**src/cst_pkg.sv**
```systemverilog
// Package of the contact search trigger: sizes, field widths, register codes
// and the types passed between its modules. Depends on nothing.
`default_nettype none

package cst_pkg;

  localparam int unsigned MAX_PARTICLES = 1024;
  localparam int unsigned DIMENSIONS    = 3;

  localparam int unsigned ADDR_W  = (MAX_PARTICLES > 1) ? $clog2(MAX_PARTICLES) : 1;
  localparam int unsigned IDX_W   = 10;
  localparam int unsigned VEL_W   = 32;
  localparam int unsigned REG_W   = 31;
  localparam int unsigned DISP_W  = 32;
  localparam int unsigned PEAK_W  = 31;
  localparam int unsigned FRAC_W  = 16;
  localparam int unsigned MUL_W   = VEL_W + REG_W + 1;
  localparam int unsigned STEP_W  = MUL_W - FRAC_W;
  localparam int unsigned EPOCH_W = 8;
  localparam int unsigned ROW_W   = DIMENSIONS * DISP_W;
  localparam int unsigned CFG_IDX_W = 3;

  // Threshold arithmetic widths.
  localparam int unsigned A_W    = 2 * REG_W - FRAC_W;
  localparam int unsigned A_LO_W = A_W / 2;
  localparam int unsigned A_HI_W = A_W - A_LO_W;
  localparam int unsigned PP_W   = A_HI_W + REG_W;
  localparam int unsigned PROD_W = 49;
  localparam int unsigned RHS_W  = REG_W + 3;

  localparam logic [REG_W-1:0]  Q_ONE    = REG_W'(65536);
  localparam logic [PROD_W-1:0] PROD_SAT = {1'b1, {(PROD_W-1){1'b0}}};
  localparam logic [PEAK_W-1:0] PEAK_MAX = '1;
  localparam logic signed [DISP_W-1:0] DISP_MAX = {1'b0, {(DISP_W-1){1'b1}}};
  localparam logic signed [DISP_W-1:0] DISP_MIN = {1'b1, {(DISP_W-1){1'b0}}};

  typedef enum logic [CFG_IDX_W-1:0] {
    CFG_TIME_STEP     = 3'd0,
    CFG_NEIGH_RATIO   = 3'd1,
    CFG_MIN_CELL_SIZE = 3'd2,
    CFG_MAX_DIAMETER  = 3'd3,
    CFG_SEARCH_FACTOR = 3'd4
  } cfg_reg_e;

  typedef logic [ADDR_W-1:0]                  addr_t;
  typedef logic [EPOCH_W-1:0]                 epoch_t;
  typedef logic signed [DISP_W-1:0]           disp_t;
  typedef disp_t [DIMENSIONS-1:0]             disp_row_t;
  typedef logic [DIMENSIONS-1:0][VEL_W-1:0]   vel_row_t;

  // Thresholds derived from the configuration registers.
  typedef struct packed {
    logic [REG_W-1:0]        time_step;
    logic                    ratio_le_one;
    logic signed [RHS_W-1:0] cell_rhs;
    logic [PROD_W-1:0]       factor_prod;
  } limits_t;

  // One item after its displacement update.
  typedef struct packed {
    logic      valid;
    logic      last;
    logic      upd;
    disp_row_t disp;
  } upd_stage_t;

  // End-of-pass decision, valid for one cycle when fire is set.
  typedef struct packed {
    logic fire;
    logic hit;
  } verdict_t;

endpackage

`default_nettype wire

```
**src/cst_peak_judge.sv**
```systemverilog
// Running peak of absolute displacement, end-of-pass trigger decision and the
// result register. Depends on cst_pkg.
`default_nettype none

module cst_peak_judge (
  input  logic                        clk_i,
  input  logic                        rst_ni,
  input  cst_pkg::upd_stage_t         stage_i,
  input  cst_pkg::limits_t            limits_i,
  input  logic                        out_ready_i,
  output cst_pkg::verdict_t           verdict_o,
  output logic                        out_valid_o,
  output logic                        search_needed_o,
  output logic [cst_pkg::PEAK_W-1:0]  peak_o
);

  function automatic logic [cst_pkg::PEAK_W-1:0] abs_sat(cst_pkg::disp_t x);
    logic [cst_pkg::DISP_W-1:0] nx;
    nx = -x;
    if (x == cst_pkg::DISP_MIN) begin
      return cst_pkg::PEAK_MAX;
    end else if (x[cst_pkg::DISP_W-1]) begin
      return nx[cst_pkg::PEAK_W-1:0];
    end else begin
      return x[cst_pkg::PEAK_W-1:0];
    end
  endfunction

  logic [cst_pkg::PEAK_W-1:0] item_max;
  logic                       s3_v_q, s3_upd_q, s3_last_q;
  logic [cst_pkg::PEAK_W-1:0] s3_mag_q;
  logic [cst_pkg::PEAK_W-1:0] run_q, pass_peak;
  logic                       pend_v_q;
  logic [cst_pkg::PEAK_W-1:0] pend_peak_q;
  logic                       out_v_q, out_hit_q;
  logic [cst_pkg::PEAK_W-1:0] out_peak_q;
  logic                       issue, cell_hit, factor_hit, hit;

  always_comb begin
    logic [cst_pkg::PEAK_W-1:0] m;
    item_max = '0;
    for (int d = 0; d < cst_pkg::DIMENSIONS; d++) begin
      m = abs_sat(stage_i.disp[d]);
      if (m > item_max) begin
        item_max = m;
      end
    end
  end

  always_ff @(posedge clk_i or negedge rst_ni) begin
    if (!rst_ni) begin
      s3_v_q <= 1'b0;
    end else begin
      s3_v_q <= stage_i.valid;
    end
  end

  always_ff @(posedge clk_i) begin
    if (stage_i.valid) begin
      s3_upd_q  <= stage_i.upd;
      s3_last_q <= stage_i.last;
      s3_mag_q  <= item_max;
    end
  end

  assign pass_peak = (s3_upd_q && s3_mag_q > run_q) ? s3_mag_q : run_q;

  // The decision waits here while the result register is still occupied.
  assign issue      = pend_v_q && (!out_v_q || out_ready_i);
  assign cell_hit   = $signed({2'b00, pend_peak_q, 1'b0}) >= limits_i.cell_rhs;
  assign factor_hit = {1'b0, pend_peak_q, 17'd0} >= limits_i.factor_prod;
  assign hit        = cell_hit || limits_i.ratio_le_one || factor_hit;

  always_ff @(posedge clk_i or negedge rst_ni) begin
    if (!rst_ni) begin
      run_q    <= '0;
      pend_v_q <= 1'b0;
      out_v_q  <= 1'b0;
    end else begin
      if (issue) begin
        pend_v_q <= 1'b0;
      end
      if (s3_v_q) begin
        if (s3_last_q) begin
          run_q    <= '0;
          pend_v_q <= 1'b1;
        end else begin
          run_q <= pass_peak;
        end
      end
      if (issue) begin
        out_v_q <= 1'b1;
      end else if (out_ready_i) begin
        out_v_q <= 1'b0;
      end
    end
  end

  always_ff @(posedge clk_i) begin
    if (s3_v_q && s3_last_q) begin
      pend_peak_q <= pass_peak;
    end
    if (issue) begin
      out_hit_q  <= hit;
      out_peak_q <= pend_peak_q;
    end
  end

  assign verdict_o.fire = issue;
  assign verdict_o.hit  = hit;
  assign out_valid_o     = out_v_q;
  assign search_needed_o = out_hit_q;
  assign peak_o          = out_peak_q;

endmodule

`default_nettype wire

```
**config.mk**
```make
export PLATFORM = sky130hd
export DESIGN_NAME = cst_peak_judge
export DESIGN_NICKNAME = d
export VERILOG_FILES = /design/src/cst_pkg.sv /design/src/cst_peak_judge.sv
export SDC_FILE = /design/constraint.sdc
export NUM_CORES = 1
export LEC_CHECK = 0
export ABC_AREA = 1
export BUFFER_PORTS_ARGS = -buffer_cell sky130_fd_sc_hd__buf_2
export CAP_MARGIN = 10
export CELL_PAD_IN_SITES_DETAIL_PLACEMENT = 0
export CELL_PAD_IN_SITES_GLOBAL_PLACEMENT = 1
export CORE_ASPECT_RATIO = 1.75
export CORE_MARGIN = 2
export CORE_UTILIZATION = 44
export DETAILED_ROUTE_END_ITERATION = 6
export GPL_ROUTABILITY_DRIVEN = 0
export PLACE_DENSITY_LB_ADDON = 0.15
export SYNTH_ARGS = -nofsm -noshare
export SYNTH_HDL_FRONTEND = slang
export SYNTH_SLANG_ARGS = --single-unit
```
**constraint.sdc**
```tcl
create_clock -name clk_i -period 5.1 [get_ports clk_i]
set_input_delay 0.765 -clock clk_i [delete_from_list [all_inputs] [get_ports clk_i]]
set_output_delay 0.765 -clock clk_i [all_outputs]
set_load 0.05 [all_outputs]
```
==> flow_metrics.env <==
export IMPL_status="complete, but fails checks"
export IMPL_violations="negative setup slack"
export IMPL_cts_buffer_depth=2
export IMPL_fin_tns_setup_ns=-1.19
export IMPL_p_leak_nw=8.98
export IMPL_path_clk_slew_ns=0.05
export IMPL_grt_ovfl_total=0
export IMPL_clock_power_share_pct=22.7
export IMPL_p_seq_share_pct=28.9
export IMPL_internal_power_mw=3.34
export IMPL_hold_viol=0
export IMPL_yosysTopAreaCell="edfxtp_1"
export IMPL_ys_ff_latch=130
export IMPL_yosys_warnings=0
export IMPL_synth_area_um2=12400
export IMPL_dieArea_um2=29500
export IMPL_power_per_cell_area_nw_per_um2=299
export IMPL_finalCriticalPeriod_ns=5.17
export IMPL_ys_seq_area_share_pct=30.2
export IMPL_syn_num_nets=2071
export IMPL_setup_violations_final=31
export IMPL_place_area_um2=15900
export IMPL_synthArstFlopShare_pct=26.2
export IMPL_final_common_cell="nand2_1"
export IMPL_drc=0
export IMPL_critPathBufInv=8
export IMPL_antenna_found_initial=4
export IMPL_dp_cells=2501
export IMPL_grt_pass1_vias=13400
export IMPL_grt_max_degree=35
export IMPL_die_x_um=131
export IMPL_die_h_um=226
export IMPL_max_freq_ghz=0.193
export IMPL_worstHoldPathType="in2async"
export IMPL_first_pass_iters=5
export IMPL_irDropWorstVdd_v=0.000268
export IMPL_final_cell_mix="nand2_1 (356), buf_4 (284), inv_1 (232), buf_2 (215), ha_1 (144)"
export IMPL_worstPathRequired_ns=5.28
export IMPL_synth_edff_count=96
export IMPL_final_util_pct=64.1
export IMPL_avgRoutedWirePerCell_um=15.8
export IMPL_drive_gt1_share_pct=33.2
export IMPL_rsz0062_at_grt="true"
export IMPL_drv_slew=0
export IMPL_crit_path_top_delay_cell="ha_1"
export IMPL_fin_cells=2587
export IMPL_grt_first_pass_wirelength_um=63700
export IMPL_fillerInstances=2625
export IMPL_r2r_end="pend_peak_q[8]"
export IMPL_slew_headroom_pct=42.8
export IMPL_slowest_delay_ns=0.29
export IMPL_area_growth_pct=43.8
export IMPL_port_buffers=220
export IMPL_r2r_slack_ns=1.98
export IMPL_crit_fanout=8
export IMPL_r2r_start="s3_mag_q[2]"
export IMPL_setup_ws_ns=-0.0712
export IMPL_avgSynthCellArea_um2=7.29
export IMPL_design_area_um2=17800
export IMPL_cts_sinks=130
export IMPL_pwr_share_comb_pct=48.5
export IMPL_drv_cap=0
export IMPL_clkLatencyLatePin_ns=0.42
export IMPL_holdWs_ns=0.440
export IMPL_hpwl_um=33200
export IMPL_viasPerCell=5.13
export IMPL_synth_main_ff_cell="edfxtp_1"
export IMPL_crit_arrival_ns=5.35
export IMPL_synth_top_cells_by_area="edfxtp_1 (23%), ha_1 (16%), nand2_1 (12%)"
export IMPL_totalPowerFinal_mw=5.33
export IMPL_route_vias_total=13300
export IMPL_nets=2572
export IMPL_switchingPower_mw=1.99
export IMPL_worst_r2r_cell_count=13
export IMPL_cts_tree="done"
export IMPL_worstSetupStartpointType="primary input"
export IMPL_totalWireLength_um=40900
export IMPL_fin_skew_ns=0.00837
export IMPL_cts_max_level=4
export IMPL_cts_buffers=17
export IMPL_start_util_pct=44.5
export IMPL_final_antenna_net_count=0
export IMPL_criticalPathCategory="in2reg"
export IMPL_cp_end_kind="register"
export IMPL_drt_iter0_drc=461
export IMPL_fp_coreArea_um2=27800
export IMPL_num_io_pins=252
export IMPL_dp_slack_ns=-0.856
export IMPL_tightest_slew_ns=0.859
export IMPL_swShare_pct=37.3
export IMPL_yosysTopAreaCellShare_pct=23.3
export IMPL_fin_crit_sh_pct=101
export IMPL_grt_usage_pct=27.7
export IMPL_cp_top_family="simple AND/OR/NAND/NOR gates"
export IMPL_rows=81
export IMPL_synth_cell_types=54
export IMPL_cts_root_buf="clkbuf_16"
export IMPL_syn_inst=1697
sequential cells by signal, indices dropped and copies added (netlist names):
name,cells
out_valid_o,1
peak_o,31
s3_mag_q,31
s3_upd_q,1
pend_v_q,1
run_q,31
search_needed_o,1
s3_v_q,1
s3_last_q,1
pend_peak_q,31
synthesized netlist by cell type, types with 5 or more instances:
master and instances:
nand4_1 24, dfrtp_1 34, xor2_1 22, inv_1 245
nand3b_1 39, ha_1 157, o21ai_0 108, nand3_1 134
buf_1 6, nor4_1 22, xnor2_1 9, nor2_1 124
and2_1 31, nor3_1 28, buf_2 7, o21a_1 9
clkbuf_1 29, o21ai_1 7, a211oi_1 8, a21oi_1 96
nand2_1 379, edfxtp_1 96, nor2_2 5, or2_2 17
power groups by stage:
stage               Combinational, mW  Sequential, mW  Clock [mW]
finish                           2.58            1.54        1.21
global route                     2.91            1.56        1.26
CTS                              2.39            1.54        1.22
detailed placement               2.29            1.56           0
global placement                 2.23            1.55           0
floorplan                        1.41            1.62           0
logic make-up after synthesis:
kind of cell	after synthesis	synth area share, %
AND/OR/NAND/NOR	827	31.0
AO/OA/AOI/OAI	256	11.4
flip-flops	130	30.2
buffers and inverters	296	9.30
adder cells (fa/ha/maj)	157	15.9
XOR/XNOR	31	2.20
how the worst max path moves through the flow:
stage / start / endpoint / slack (ns) / cells after the start
floorplan: stage_i[33] / s3_mag_q[0] / 0.0004 / 41
global placement: stage_i[33] / s3_mag_q[29] / -0.79 / 39
detailed placement: stage_i[33] / s3_mag_q[15] / -0.86 / 36
CTS: stage_i[33] / s3_mag_q[15] / -0.001 / 37
global route: stage_i[40] / s3_mag_q[20] / -0.31 / 33
finish: stage_i[40] / s3_mag_q[24] / -0.07 / 34
per-layer routing:
layer  vias to the layer above  GRT usage [%]  wire length (um)
li1                       6724              -                 -
met1                      6063           24.5             13500
met2                       351           55.3             22900
met3                       140           3.44              1420
met4                         2           19.3              3060
met5                         -              0                11
final cells by class:
cell class                      instances  area (um2)  area share, %
Antenna cell                            3        7.51         0.0422
Inverter                              249         953           5.36
Timing Repair Buffer                  529        3740           21.0
Clock inverter                          6         103          0.577
Multi-Input combinational cell       1271        8300           46.7
Sequential cell                       130        3730           21.0
Tap cell                              373         467           2.62
Clock buffer                           26         479           2.69
timing repair:
| action | CTS | global route |
|---|---|---|
| cloned | 2 | 3 |
| hold buffers | 0 | 0 |
| pin swaps | 36 | 40 |
| endpoints found under the setup margin | 31 | 31 |
| buffers inserted | 28 | 21 |
| resized for setup | 97 | 102 |
Note: power is estimated with default switching activity, not from simulation.
